==> src/hdl/hfx_pkg.sv <==
// ----------------------------------------------------------------------------
// hfx_pkg
// Shared types and constants for the half-duplex frame exchange block.
// ----------------------------------------------------------------------------
package hfx_pkg;

  // byte and output index widths fixed by the channel format
  localparam int unsigned DataW = 8;
  localparam int unsigned IdxW  = 5;

  // request phase: two echoes expected after the first byte
  localparam logic [1:0] TxStart = 2'd2;

  // link reload value after reset
  localparam logic [DataW-1:0] ReloadRst = 8'd10;

  // first stored position that goes out on a match
  localparam int unsigned FirstOut = 2;

  // result kinds
  localparam logic KindTx    = 1'b0;
  localparam logic KindFrame = 1'b1;

  // frame memory strobes from the sequencer
  typedef struct packed {
    logic wr_en;
    logic rd_en;
  } mem_ctl_t;

endpackage

==> src/hdl/hfx_if.sv <==
// ----------------------------------------------------------------------------
// hfx_in_if / hfx_out_if
// Valid/ready channels for input words and result words.
// ----------------------------------------------------------------------------
interface hfx_in_if;
  logic       valid;
  logic       ready;
  logic       mode;
  logic [7:0] rx_byte;
  logic       rx_error;
  logic [7:0] tx_first;
  logic [7:0] tx_second;

  modport source (output valid, output mode, output rx_byte, output rx_error,
                  output tx_first, output tx_second, input ready);
  modport sink   (input valid, input mode, input rx_byte, input rx_error,
                  input tx_first, input tx_second, output ready);
endinterface

interface hfx_out_if;
  logic       valid;
  logic       ready;
  logic       kind;
  logic [7:0] data;
  logic       ninth_bit;
  logic [4:0] frame_index;
  logic       driver_on;
  logic       last;

  modport source (output valid, output kind, output data, output ninth_bit,
                  output frame_index, output driver_on, output last, input ready);
  modport sink   (input valid, input kind, input data, input ninth_bit,
                  input frame_index, input driver_on, input last, output ready);
endinterface

==> src/hdl/hfx_frame_mem.sv <==
// ----------------------------------------------------------------------------
// hfx_frame_mem
// Frame byte store: one write port, one read port with registered data.
// ----------------------------------------------------------------------------
module hfx_frame_mem
  import hfx_pkg::*;
#(
  parameter int unsigned Depth = 17,
  parameter int unsigned AddrW = $clog2(Depth)
) (
  input  logic             clk_i,
  input  mem_ctl_t         ctl_i,
  input  logic [AddrW-1:0] waddr_i,
  input  logic [DataW-1:0] wdata_i,
  input  logic [AddrW-1:0] raddr_i,
  output logic [DataW-1:0] rdata_o
);

  logic [DataW-1:0] mem_q [Depth];
  logic [DataW-1:0] rdata_q;

  // write port
  always_ff @(posedge clk_i) begin
    if (ctl_i.wr_en) begin
      mem_q[waddr_i] <= wdata_i;
    end
  end

  // registered read, held until the next read
  always_ff @(posedge clk_i) begin
    if (ctl_i.rd_en) begin
      rdata_q <= mem_q[raddr_i];
    end
  end

  assign rdata_o = rdata_q;

endmodule

==> src/hdl/hfx_core.sv <==
// ----------------------------------------------------------------------------
// hfx_core
// Link sequencer: request timer, transmit and receive phases, one shared
// 8-bit checksum adder, and the emit loop that walks the frame store.
// ----------------------------------------------------------------------------
module hfx_core
  import hfx_pkg::*;
#(
  parameter int unsigned FrameLen = 16,
  parameter int unsigned AddrW    = $clog2(FrameLen + 1)
) (
  input  logic             clk_i,
  input  logic             rst_ni,
  input  logic             cfg_we_i,
  input  logic [DataW-1:0] cfg_wdata_i,
  hfx_in_if.sink           in_i,
  hfx_out_if.source        out_o,
  output mem_ctl_t         mem_ctl_o,
  output logic [AddrW-1:0] mem_waddr_o,
  output logic [DataW-1:0] mem_wdata_o,
  output logic [AddrW-1:0] mem_raddr_o,
  input  logic [DataW-1:0] mem_rdata_i
);

  typedef enum logic [1:0] {
    StIdle,
    StRead,
    StSend
  } state_e;

  localparam logic [AddrW-1:0] LenA   = AddrW'(FrameLen);
  localparam logic [AddrW-1:0] FirstA = AddrW'(FirstOut);
  localparam logic [AddrW-1:0] OneA   = AddrW'(1);

  state_e           state_q, state_d;
  logic [DataW-1:0] reload_q, reload_d;
  logic [DataW-1:0] link_cnt_q, link_cnt_d;
  logic [1:0]       tx_left_q, tx_left_d;
  logic [DataW-1:0] tx_sum_q, tx_sum_d;
  logic [AddrW-1:0] rx_left_q, rx_left_d;
  logic [DataW-1:0] rx_sum_q, rx_sum_d;
  logic             driver_q, driver_d;
  logic [AddrW-1:0] idx_q, idx_d;

  logic             ovalid_q, ovalid_d;
  logic             okind_q, okind_d;
  logic [DataW-1:0] odata_q, odata_d;
  logic             oninth_q, oninth_d;
  logic [IdxW-1:0]  oidx_q, oidx_d;
  logic             odrv_q, odrv_d;
  logic             olast_q, olast_d;

  logic             slot_free;
  logic             accept;
  logic             tx_phase;
  logic [DataW-1:0] add_a, add_b, add_sum;

  // output slot can be loaded when empty or draining this cycle
  assign slot_free  = !ovalid_q || out_o.ready;
  assign in_i.ready = (state_q == StIdle) && slot_free;
  assign accept     = in_i.valid && in_i.ready;

  // shared checksum adder
  assign tx_phase = (tx_left_q != 2'd0);
  assign add_a    = tx_phase ? tx_sum_q : rx_sum_q;
  assign add_b    = tx_phase ? in_i.tx_second : in_i.rx_byte;
  assign add_sum  = add_a + add_b;

  // memory addressing
  assign mem_waddr_o = rx_left_q;
  assign mem_wdata_o = in_i.rx_byte;
  assign mem_raddr_o = idx_q;

  // next state
  always_comb begin
    state_d    = state_q;
    reload_d   = reload_q;
    link_cnt_d = link_cnt_q;
    tx_left_d  = tx_left_q;
    tx_sum_d   = tx_sum_q;
    rx_left_d  = rx_left_q;
    rx_sum_d   = rx_sum_q;
    driver_d   = driver_q;
    idx_d      = idx_q;
    ovalid_d   = ovalid_q && !out_o.ready;
    okind_d    = okind_q;
    odata_d    = odata_q;
    oninth_d   = oninth_q;
    oidx_d     = oidx_q;
    odrv_d     = odrv_q;
    olast_d    = olast_q;
    mem_ctl_o  = '0;

    if (cfg_we_i) begin
      reload_d = cfg_wdata_i;
    end

    case (state_q)
      StIdle: begin
        if (accept) begin
          if (!in_i.mode && (link_cnt_q != '0)) begin
            // tick while counting down
            link_cnt_d = link_cnt_q - 1'b1;
          end else if (!in_i.mode || in_i.rx_error) begin
            // timeout or receive error: start a request
            driver_d   = 1'b1;
            link_cnt_d = reload_q;
            tx_sum_d   = in_i.tx_first;
            tx_left_d  = TxStart;
            ovalid_d   = 1'b1;
            okind_d    = KindTx;
            odata_d    = in_i.tx_first;
            oninth_d   = 1'b1;
            oidx_d     = '0;
            odrv_d     = 1'b1;
            olast_d    = 1'b1;
          end else if (tx_phase) begin
            // echo: send second byte, then the checksum
            tx_left_d = tx_left_q - 1'b1;
            ovalid_d  = 1'b1;
            okind_d   = KindTx;
            oninth_d  = 1'b0;
            oidx_d    = '0;
            odrv_d    = driver_q;
            olast_d   = 1'b1;
            if (tx_left_q == 2'd1) begin
              odata_d   = tx_sum_q;
              rx_left_d = LenA;
            end else begin
              odata_d  = in_i.tx_second;
              tx_sum_d = add_sum;
            end
          end else begin
            // reception: store every word, driver off
            driver_d        = 1'b0;
            mem_ctl_o.wr_en = 1'b1;
            if (rx_left_q != '0) begin
              if (rx_left_q == LenA) begin
                rx_sum_d = '0;
              end else if (rx_left_q == OneA) begin
                if (in_i.rx_byte == rx_sum_q) begin
                  state_d = StRead;
                  idx_d   = FirstA;
                end
              end else begin
                rx_sum_d = add_sum;
              end
              rx_left_d = rx_left_q - 1'b1;
            end
          end
        end
      end
      StRead: begin
        // fetch the next stored byte
        mem_ctl_o.rd_en = 1'b1;
        state_d         = StSend;
      end
      StSend: begin
        // emit stored byte once the output slot is free
        if (slot_free) begin
          ovalid_d = 1'b1;
          okind_d  = KindFrame;
          odata_d  = mem_rdata_i;
          oninth_d = 1'b0;
          oidx_d   = IdxW'(idx_q);
          odrv_d   = driver_q;
          olast_d  = (idx_q == LenA);
          if (idx_q == LenA) begin
            state_d = StIdle;
          end else begin
            idx_d   = idx_q + 1'b1;
            state_d = StRead;
          end
        end
      end
      default: begin
        state_d = StIdle;
      end
    endcase
  end

  // state and registered outputs
  always_ff @(posedge clk_i or negedge rst_ni) begin
    if (!rst_ni) begin
      state_q    <= StIdle;
      reload_q   <= ReloadRst;
      link_cnt_q <= '0;
      tx_left_q  <= '0;
      tx_sum_q   <= '0;
      rx_left_q  <= '0;
      rx_sum_q   <= '0;
      driver_q   <= 1'b1;
      idx_q      <= '0;
      ovalid_q   <= 1'b0;
      okind_q    <= 1'b0;
      odata_q    <= '0;
      oninth_q   <= 1'b0;
      oidx_q     <= '0;
      odrv_q     <= 1'b0;
      olast_q    <= 1'b0;
    end else begin
      state_q    <= state_d;
      reload_q   <= reload_d;
      link_cnt_q <= link_cnt_d;
      tx_left_q  <= tx_left_d;
      tx_sum_q   <= tx_sum_d;
      rx_left_q  <= rx_left_d;
      rx_sum_q   <= rx_sum_d;
      driver_q   <= driver_d;
      idx_q      <= idx_d;
      ovalid_q   <= ovalid_d;
      okind_q    <= okind_d;
      odata_q    <= odata_d;
      oninth_q   <= oninth_d;
      oidx_q     <= oidx_d;
      odrv_q     <= odrv_d;
      olast_q    <= olast_d;
    end
  end

  assign out_o.valid       = ovalid_q;
  assign out_o.kind        = okind_q;
  assign out_o.data        = odata_q;
  assign out_o.ninth_bit   = oninth_q;
  assign out_o.frame_index = oidx_q;
  assign out_o.driver_on   = odrv_q;
  assign out_o.last        = olast_q;

endmodule

==> src/hdl/half_duplex_frame_exchange.sv <==
// ----------------------------------------------------------------------------
// half_duplex_frame_exchange
// Master side of a half-duplex byte link: timed requests with checksum,
// reply capture into a frame store, and emission of checked frames.
// ----------------------------------------------------------------------------
// input: an input word is taken when valid and ready are both high; its result
//   word is registered and on the output in the following cycle
// flow: one input word per cycle while idle with the output slot free; a
//   checked frame emits FRAME_LEN-1 words, each a frame store read, then an
//   output load, and no input word is taken during that run
// reset: asynchronous, active low; control state cleared, link reload 10,
//   driver on; the frame store is not cleared
module half_duplex_frame_exchange
  import hfx_pkg::*;
#(
  parameter int unsigned FRAME_LEN = 16
) (
  input  logic             clk_i,
  input  logic             rst_ni,
  input  logic             cfg_we_i,
  input  logic [DataW-1:0] cfg_wdata_i,
  hfx_in_if.sink           in_i,
  hfx_out_if.source        out_o
);

  localparam int unsigned Depth = FRAME_LEN + 1;
  localparam int unsigned AddrW = $clog2(Depth);

  mem_ctl_t         mem_ctl;
  logic [AddrW-1:0] mem_waddr;
  logic [DataW-1:0] mem_wdata;
  logic [AddrW-1:0] mem_raddr;
  logic [DataW-1:0] mem_rdata;

  // sequencer with shared adder
  hfx_core #(
    .FrameLen (FRAME_LEN),
    .AddrW    (AddrW)
  ) u_core (
    .clk_i       (clk_i),
    .rst_ni      (rst_ni),
    .cfg_we_i    (cfg_we_i),
    .cfg_wdata_i (cfg_wdata_i),
    .in_i        (in_i),
    .out_o       (out_o),
    .mem_ctl_o   (mem_ctl),
    .mem_waddr_o (mem_waddr),
    .mem_wdata_o (mem_wdata),
    .mem_raddr_o (mem_raddr),
    .mem_rdata_i (mem_rdata)
  );

  // frame byte store
  hfx_frame_mem #(
    .Depth (Depth),
    .AddrW (AddrW)
  ) u_mem (
    .clk_i   (clk_i),
    .ctl_i   (mem_ctl),
    .waddr_i (mem_waddr),
    .wdata_i (mem_wdata),
    .raddr_i (mem_raddr),
    .rdata_o (mem_rdata)
  );

endmodule

==> src/flat_wrapper.sv <==
// flat-port wrapper written by rule: the top's interface ports become plain ports
module half_duplex_frame_exchange_flat import hfx_pkg::*;
#(
  parameter int unsigned FRAME_LEN = 16
)
  (clk_i, rst_ni, cfg_we_i, cfg_wdata_i, in_i_valid, in_i_mode, in_i_rx_byte, in_i_rx_error, in_i_tx_first, in_i_tx_second, in_i_ready, out_o_valid, out_o_kind, out_o_data, out_o_ninth_bit, out_o_frame_index, out_o_driver_on, out_o_last, out_o_ready);
  hfx_in_if in_i_i ();
  hfx_out_if out_o_i ();
  input  logic clk_i;
  input  logic rst_ni;
  input  logic cfg_we_i;
  input  logic [DataW-1:0] cfg_wdata_i;
  input wire logic [$bits(in_i_i.valid)-1:0] in_i_valid;
  input wire logic [$bits(in_i_i.mode)-1:0] in_i_mode;
  input wire logic [$bits(in_i_i.rx_byte)-1:0] in_i_rx_byte;
  input wire logic [$bits(in_i_i.rx_error)-1:0] in_i_rx_error;
  input wire logic [$bits(in_i_i.tx_first)-1:0] in_i_tx_first;
  input wire logic [$bits(in_i_i.tx_second)-1:0] in_i_tx_second;
  output wire logic [$bits(in_i_i.ready)-1:0] in_i_ready;
  output wire logic [$bits(out_o_i.valid)-1:0] out_o_valid;
  output wire logic [$bits(out_o_i.kind)-1:0] out_o_kind;
  output wire logic [$bits(out_o_i.data)-1:0] out_o_data;
  output wire logic [$bits(out_o_i.ninth_bit)-1:0] out_o_ninth_bit;
  output wire logic [$bits(out_o_i.frame_index)-1:0] out_o_frame_index;
  output wire logic [$bits(out_o_i.driver_on)-1:0] out_o_driver_on;
  output wire logic [$bits(out_o_i.last)-1:0] out_o_last;
  input wire logic [$bits(out_o_i.ready)-1:0] out_o_ready;
  assign in_i_i.valid = in_i_valid;
  assign in_i_i.mode = in_i_mode;
  assign in_i_i.rx_byte = in_i_rx_byte;
  assign in_i_i.rx_error = in_i_rx_error;
  assign in_i_i.tx_first = in_i_tx_first;
  assign in_i_i.tx_second = in_i_tx_second;
  assign in_i_ready = in_i_i.ready;
  assign out_o_valid = out_o_i.valid;
  assign out_o_kind = out_o_i.kind;
  assign out_o_data = out_o_i.data;
  assign out_o_ninth_bit = out_o_i.ninth_bit;
  assign out_o_frame_index = out_o_i.frame_index;
  assign out_o_driver_on = out_o_i.driver_on;
  assign out_o_last = out_o_i.last;
  assign out_o_i.ready = out_o_ready;
  half_duplex_frame_exchange #(.FRAME_LEN(FRAME_LEN)) u_core (.clk_i(clk_i), .rst_ni(rst_ni), .cfg_we_i(cfg_we_i), .cfg_wdata_i(cfg_wdata_i), .in_i(in_i_i), .out_o(out_o_i));
endmodule
==> config.mk <==
export PLATFORM = sky130hd
export DESIGN_NAME = half_duplex_frame_exchange_flat
export DESIGN_NICKNAME = d
export VERILOG_FILES = /design/src/hdl/hfx_pkg.sv /design/src/hdl/hfx_if.sv /design/src/hdl/hfx_frame_mem.sv /design/src/hdl/hfx_core.sv /design/src/hdl/half_duplex_frame_exchange.sv /design/src/flat_wrapper.sv
export SDC_FILE = /design/constraint.sdc
export NUM_CORES = 1
export LEC_CHECK = 0
export BUFFER_PORTS_ARGS = -buffer_cell sky130_fd_sc_hd__clkbuf_2
export CORE_MARGIN = 5
export CORE_UTILIZATION = 65
export CTS_CLUSTER_DIAMETER = 150
export CTS_CLUSTER_SIZE = 40
export DETAILED_ROUTE_END_ITERATION = 8
export PLACE_DENSITY = 0.84
export SLEW_MARGIN = 20
export SYNTH_ARGS = -nofsm -noshare
export SYNTH_HDL_FRONTEND = slang
export SYNTH_HIERARCHICAL = 1
export SYNTH_SLANG_ARGS = --single-unit
==> constraint.sdc <==
create_clock -name clk_i -period 6.15 [get_ports clk_i]
set_clock_uncertainty 0.05 [all_clocks]
set_input_delay 1.23 -clock clk_i [delete_from_list [all_inputs] [get_ports clk_i]]
set_output_delay 1.23 -clock clk_i [all_outputs]
set_load 0.1 [all_outputs]
==> key figures, run 1 <==
Hold path
  • WHS Endpoint: u_core/u_core/out_o.ninth_bit$_DFFE_PN0P_
  • Hold Path Origin: u_core/u_core/out_o.ninth_bit$_DFFE_PN0P_
  • Worst Hold Path Cells: 1
  • Worst min-delay path class: flip-flop to flip-flop

Setup path
  • Reg2reg start: u_core/u_core/tx_left_q[0]$_DFFE_PN0P_
  • Critical-path cell list: clkbuf_2, nor2b_1, buf_4, nand2_1, nor2_1, nor2b_1, nand2_1, nor3b_1
  • WP data required: 6200 ps
  • Crit Path Class: primary input to flip-flop
  • Reg2Reg Depth: 8
  • Endpoint class of the critical path: flip-flop
  • Critical R2R Capture: u_core/u_mem/mem_q[8][5]$_DFFE_PP_
  • Critical path startpoint: in_i_mode
  • CP arrival: 3700 ps
  • Critical Path Source Type: primary input
  • Critical path peak fanout: 27
  • Slowest stage delay, CP: 880 ps
  • CP max stage cell: nor3b_1
  • Flop-to-flop setup slack: 2810 ps

Clock tree
  • CTS Hold Bufs: 0
  • Longest Clk Path Bufs: 3
  • Clk Latency, worst-skew pair: 470 ps
  • Post_cts resized: 0
  • CTS tree: done
  • Root Buffer Master: clkbuf_16
  • Clock-pin slew on the worst setup and hold paths: 140 ps
  • Clk sink count: roughly 210
  • Cts bufs inserted: 9
  • H-Tree Depth: 1
  • Post-CTS Setup Bufs: 0

Detailed routing
  • Initial DRC count: 606
  • First-pass detailed-route iteration total: 5
  • Via count: 5,913
  • Via density: 6.64
  • Residual DRC: 0
  • Average wire per standard cell: 23.2 microns
  • DRT Wirelength: ~21 mm
  • ANT nets after route: 0

Logic synthesis
  • Yosys cell types: between 50 and 60
  • Synthesized Nets: 729
  • Avg Cell Area, Syn: 14.3 sq um
  • Seq/Total Area, Yosys: 62.0%
  • Post-synthesis cell area: between 9000 and 10,000 sq um
  • Mapped Cells: 673
  • Ys async rst share: 31.1%
  • YS warnings: 6
  • Top_reg_cell synth: edfxtp_1
  • Top cells by area, synth: edfxtp_1, dfrtp_1, mux4_2, mux2_2, a21oi_1
  • Number of synthesized flops with an enable pin: 144
  • Yosys reg bits: 209
  • Leading area contributor after synthesis: edfxtp_1
  • Yosys top cell area share: 45.0%

Die
  • Starting Density: 66.1%
  • # IOs: just under 60
  • Die area: 17,300 sq um
  • Die Width: ~130 microns
  • Cell row count: 44
  • Die height: 132 microns
  • Core area: ~15,000 sq um

Timing
  • Setup TNS: 0 ps
  • Tmin final: around 3700 ps
  • Fin. max-slew vios: 0
  • Final Setup Violations: 0
  • Least-Margin Pin Slew: 1030 ps
  • Period utilization: between 50% and 60%
  • RSZ-0062 raised after global routing: no
  • Slew HR: a little under a third
  • Fmax: 0.274 GHz
  • Final hold violation count: 0

Run
  • Max_cap viols: 0

GRT
  • Antenna violations before repair: 0
  • GR Util All Layers: roughly a quarter
  • GRT Residual Overflow: 0
  • First-pass GRT wire length: 32.6 mm
  • Largest net degree at the start of global routing: 66
  • Number of global-route vias before repair: 5,844

Finish
  • Syn-to-layout area delta: 5.63%
  • Storage element area: between 5000 and 6000 sq um
  • Antenna Cells: 0
  • Fill count: between 900 and 1,000
  • Count of non-filler cells in the finished layout: a little under 900
  • Share of cells above drive strength 1: 21.4%
  • Net count reported at finish: 761
  • Multi-input logic area: 3300 sq um

Place
  • Hpwl dp: 14.3 mm
  • Inst Count DP: 878
  • Port bufs: 57
  • Placer Congestion: 0.926

Power and ir drop
  • Maximum VDD drop: roughly 0.27 mV
  • Cell Pwr Density: 299 nW/um^2
  • Static leakage power: roughly 0.0037 uW

Run status
  • Status: completed
-- layer usage --
metal	global-route usage [%]	wire, microns	vias up	share of wire, %
li1	-	-	2637	-
met1	32.6	8270	2992	40
met2	40.8	10700	250	52
met3	2.60	1220	34	5.9
met4	6.23	535	0	2.6
met5	0	0	-	0
-- state kept, by name (all words and copies together), names as in the netlist, 2 cells and up --
signal,count
u_core/u_core/tx_left_q,2
u_core/u_core/out_o.data,8
u_core/u_mem/rdata_o,8
u_core/u_mem/mem_q,136
u_core/u_core/link_cnt_q,8
u_core/u_core/tx_sum_q,8
u_core/u_core/mem_waddr_o,5
u_core/u_core/mem_raddr_o,5
u_core/u_core/out_o.frame_index,5
u_core/u_core/state_q,2
u_core/u_core/reload_q,8
u_core/u_core/rx_sum_q,8
-- where the power goes --
part	internal, uW	total [uW]	switching [uW]	leakage, uW
registers	1590	1690	97.7	0.00208
logic	239	657	418	0.00153
clock network	284	684	401	0.000126
total	2110	3030	916	0.00373
-- placed cells by master (no fill, tap or decap), drive strengths merged, types with 12 or more instances in the layout --
cell type	instances
nand2	36
mux2	31
nor2	46
mux4	32
a22o	12
clkbuf	69
edfxtp	144
nand3	12
dfrtp	62
o21ai	33
a21oi	51
inv	17
ha	16
-- synth_stat cells (3+ instances only) --
cell	n
edfxtp_1	144
dfrtp_1	62
a21oi_1	51
nor2_1	46
nand2_1	35
o21ai_0	32
mux2_2	31
mux4_2	26
ha_1	16
inv_1	16
a22o_1	12
clkbuf_1	12
nand3_1	12
buf_4	11
mux2i_1	10
nand2b_1	10
a21o_1	9
a221oi_2	8
buf_6	8
nor3_1	8
xnor2_1	8
a31oi_1	7
nor2b_1	7
o22ai_1	7
mux4_1	6
nand4_1	6
buf_1	5
a211oi_1	4
a22oi_1	4
and3_1	4
buf_2	4
nand3b_1	4
nor3b_1	4
o21a_1	4
xor2_1	4
and2_1	3
dfstp_2	3
nor4_1	3
or2_2	3
-- area by class of cell --
cell class                      instances  share of cell area (%)
Clock inverter                          1                   0.296
Timing Repair Buffer                   63                    3.25
Sequential cell                       209                    58.7
Inverter                               17                   0.629
Multi-Input combinational cell        405                    32.5
Tap cell                              184                    2.27
Clock buffer                           12                    2.33
-- critical path: cells and delay by family --
kind	cells	cell delay, ps
buffers and inverters	2	420
AND/OR/NAND/NOR	6	2030
-- logic make-up (layout without fill, tap and decap cells) --
family	Yosys count	in the layout	share of synthesized area [%]
flops	209	209	62.0
compound gates	152	152	10.6
simple gates	151	151	7.87
mux	73	73	12.4
buf+inv	59	93	3.75
fa+ha+maj	17	17	2.29
xor+xnor	12	12	1.09
-- metrics by stage --
stage	hold slack (ps)	setup slack (ps)	area, sq um	utilization [%]	power [uW]
2_1_floorplan	420	1370	9610	-	2200
3_3_place_gp	412	2200	9870	67.9	2320
3_5_place_dp	418	2090	9870	67.9	2360
4_1_cts	449	2540	10100	69.8	3030
5_1_grt	473	2290	10100	69.8	3170
6_report	454	2500	10100	69.8	3030
-- worst max-delay path by stage --
stage                                              end  slack [ps]  cells past startpoint
floorplan                                   in_i_ready        1370                      2
global placement    u_core/u_mem/mem_q[8][6]$_DFFE_PP_        2200                      8
detailed placement  u_core/u_mem/mem_q[4][7]$_DFFE_PP_        2090                      8
CTS                                         in_i_ready        2540                      4
global route        u_core/u_mem/mem_q[8][1]$_DFFE_PP_        2290                      8
finish              u_core/u_mem/mem_q[8][5]$_DFFE_PP_        2500                      8
No activity file was read; power rests on OpenSTA's default activity.
==> inputs of run 2 (changes only) <==
- ABC_AREA: not set -> 1
- CORE_UTILIZATION: 65 -> 55
- PLACE_DENSITY: 0.84 -> 0.76
- clock period: 6.15 -> 3.36 ns (I/O delays scaled with it)
==> run 2 against run 1 <==
Compared with the run above: non-clock buffer count increased by 8; via count increased by 23%; global-route usage decreased by 3.1 points; sequential power increased by 86%; flip-flop and latch count unchanged; die area increased by 22%; register-to-register slack got worse by 2100 ps; hold slack got worse by 170 ps; combinational power increased to 3.3 times the previous value; first-iteration DRC count decreased by 13%; highest routed layer unchanged.
==> key figures, run 2 <==
Run status
  • Status: completed

Die
  • # IOs: 58 (unchanged)
  • Die area: 21,100 sq um (+22%)
  • Starting Density: 55.9% (-10 points)
  • Die Width: 145 microns (+11%)
  • Cell row count: 49 (+11%)
  • Core area: 18,000 sq um (+24%)
  • Die height: 145 microns (+11%)

GRT
  • GR Util All Layers: 20.6% (-3.1 points)
  • Largest net degree at the start of global routing: 70 (+6.1%)
  • Number of global-route vias before repair: 6,814 (+17%)
  • GRT Residual Overflow: 0 (unchanged)
  • First-pass GRT wire length: 35.8 mm (+9.9%)
  • Antenna violations before repair: 0 (unchanged)

Clock tree
  • Clk sink count: 209 (unchanged)
  • H-Tree Depth: 1 (unchanged)
  • Post_cts resized: 0 (unchanged)
  • CTS Hold Bufs: 0 (unchanged)
  • Clk Latency, worst-skew pair: 480 ps (about the same)
  • Clock-pin slew on the worst setup and hold paths: 140 ps (about the same)
  • Cts bufs inserted: 9 (unchanged)
  • Root Buffer Master: clkbuf_16
  • CTS tree: done
  • Longest Clk Path Bufs: 3 (unchanged)
  • Post-CTS Setup Bufs: 0 (unchanged)

Finish
  • Reg with most FFs: u_core/u_mem/mem_q
  • Syn-to-layout area delta: 5.70% (about the same)
  • Most frequent cells in the layout: nand2_1, edfxtp_1, nand3_1
  • Antenna Cells: 0 (unchanged)
  • Commonest non-fill, non-tap cell in the layout: nand2_1
  • Fin area: 10,700 sq um (+5.0%)
  • Max FFs per register: 136 (unchanged)
  • Share of cells above drive strength 1: 11.8% (-9.5 points)
  • Net count reported at finish: 1,136 (+49%)

Logic synthesis
  • Yosys top cell area share: 42.9% (-2.1 points)
  • Top_reg_cell synth: edfxtp_1
  • Leading area contributor after synthesis: edfxtp_1
  • Post-synthesis cell area: 10,100 sq um (+4.9%)
  • Avg Cell Area, Syn: 9.62 sq um (-33%)
  • Number of synthesized flops with an enable pin: 144 (unchanged)
  • Ys async rst share: 31.1% (unchanged)
  • Yosys cell types: 42 (-29%)
  • Commonest cells post-synth: nand2_1, edfxtp_1, nand3_1, inv_1, dfrtp_1
  • Synthesized Nets: 1,104 (+51%)
  • YS warnings: 6 (unchanged)
  • Most frequent cell after synthesis: nand2_1
  • Yosys reg bits: 209 (unchanged)
  • Mapped Cells: 1,048 (+56%)
  • Seq/Total Area, Yosys: 59.1% (-2.9 points)
  • Top cells by area, synth: edfxtp_1, dfrtp_1, nand2_1, nand3_1, o21ai_0

Detailed routing
  • Initial DRC count: 526 (-13%)
  • DRT Wirelength: 22.2 mm (+7.3%)
  • Via count: 7,257 (+23%)
  • Average wire per standard cell: 17.0 microns (-27%)
  • ANT nets after route: 0 (unchanged)
  • Residual DRC: 0 (unchanged)
  • Via density: 5.54 (-17%)
  • First-pass detailed-route iteration total: 6 (+1)

Timing
  • Final hold slack: 288 ps (-166 ps)
  • Fmax: ~0.37 GHz
  • Slew HR: 43.8% (+13 points)
  • RSZ-0062 raised after global routing: no
  • Least-Margin Pin Slew: 843 ps (-186 ps)
  • Setup TNS: 0 ps (unchanged)
  • Final Setup Violations: 0 (unchanged)
  • Tmin final: roughly 2700 ps
  • Period utilization: 80.3%
  • Final hold violation count: 0 (unchanged)
  • Fin. max-slew vios: 0 (unchanged)

Setup path
  • Critical Path Source Type: flip-flop
  • Critical path peak fanout: 13 (-52%)
  • Reg2Reg Depth: 18 (+10)
  • WP data required: 3700 ps (-2500 ps)
  • Crit Path Class: flip-flop to flip-flop
  • Endpoint class of the critical path: flip-flop
  • CP arrival: 3040 ps (-660 ps)

Power and ir drop
  • Cell Pwr Density: 622 nW/um^2 (+110%)
  • Total power: 6630 uW (+120%)
  • Static leakage power: 0.00455 uW (+22%)
  • Maximum VDD drop: 0.575 mV (+110%)

Hold path
  • Worst min-delay path class: primary input to async pin

Place
  • Placer Congestion: 0.893 (-3.5%)
  • Port bufs: 57 (unchanged)
  • Hpwl dp: 15.1 mm (+6.0%)
  • Area after DPL: 10,400 sq um (+5.3%)

Run
  • Max_cap viols: 0 (unchanged)
-- run 2: changes by cell type in the layout (fill, tap and decap cells not counted), sizes merged, moves of 12 or more --
cell   change
nand3    +122
a21oi     -36
mux4      -32
mux2      -29
o21ai     +39
a22o      -12
inv       +64
nand2    +338
-- run 2: per-layer routing --
| layer | share of wire, % | track usage [%] | routed length, microns |
|---|---|---|---|
| met1 | 45 | 30.1 | 9920 |
| met5 | 0 | 0 | 0 |
| met3 | 6.3 | 2.68 | 1410 |
| met2 | 47 | 33.1 | 10400 |
| met4 | 2.0 | 4.90 | 451 |
-- run 2: final timing paths --
| path | start | end | slack, ps |
|---|---|---|---|
| min reg2reg | u_core/u_core/out_o.kind$_DFFE_PN0P_ | u_core/u_core/out_o.kind$_DFFE_PN0P_ | 440 |
| min | rst_ni | u_core/u_core/out_o.frame_index[3]$_DFFE_PN0P_ | 290 |
| max | u_core/u_core/tx_left_q[0]$_DFFE_PN0P_ | u_core/u_core/tx_sum_q[6]$_DFFE_PN0P_ | 660 |
| max in group asynchronous | rst_ni | u_core/u_core/mem_waddr_o[1]$_DFFE_PN0P_ | 2390 |
| max reg2reg | u_core/u_core/tx_left_q[0]$_DFFE_PN0P_ | u_core/u_core/tx_sum_q[6]$_DFFE_PN0P_ | 660 |
| min in group clk_i | cfg_wdata_i[3] | u_core/u_core/reload_q[3]$_DFFE_PN1P_ | 330 |
-- run 2: logic make-up (layout without fill, tap and decap cells) --
kind of cell	after synthesis	count (layout)	share of synthesized area, %
XOR/XNOR	17	17	1.48
flip-flops	209	209	59.1
adder cells (fa/ha/maj)	17	17	2.18
multiplexers	2	2	0.223
buffers and inverters	132	166	6.85
AND/OR/NAND/NOR	570	570	24.2
AO/OA/AOI/OAI	101	101	6.02
-- run 2: report_power, final --
group	switching, uW	internal (uW)
Clock	763	519
Combinational	1560	638
Sequential	172	2980
-- run 2: area by class of cell --
| cell class | count | area [sq um] |
|---|---|---|
| fill | 1552 | 7370 |
| inverter | 82 | 308 |
| multi-input combinational | 707 | 3440 |
| clock buffer | 12 | 236 |
| sequential | 209 | 5960 |
| clock inverter | 1 | 30.0 |
| timing repair buffer | 71 | 403 |
| tap | 229 | 287 |
-- run 2: metrics by stage --
stage,setup WS [ps],std cells,utilization (%)
finish,661,1311,59.1
global route,455,1311,59.1
CTS,706,1311,59.1
detailed placement,732,1298,57.6
global placement,796,1298,57.6
floorplan,243,1048,-
-- run 2: worst max-delay path: stages (launching register included) --
cell,delay [ps]
dfrtp_1,380
inv_1,70
ha_1,240
inv_1,330
nand2_1,110
o21ai_0,100
ha_1,190
inv_1,50
fa_1,390
inv_1,80
nand3_1,60
nand2_1,110
nand2_1,80
nand2_1,60
nand2_1,60
nand3_1,80
nand2_1,50
nand2_1,60
nand2_1,50
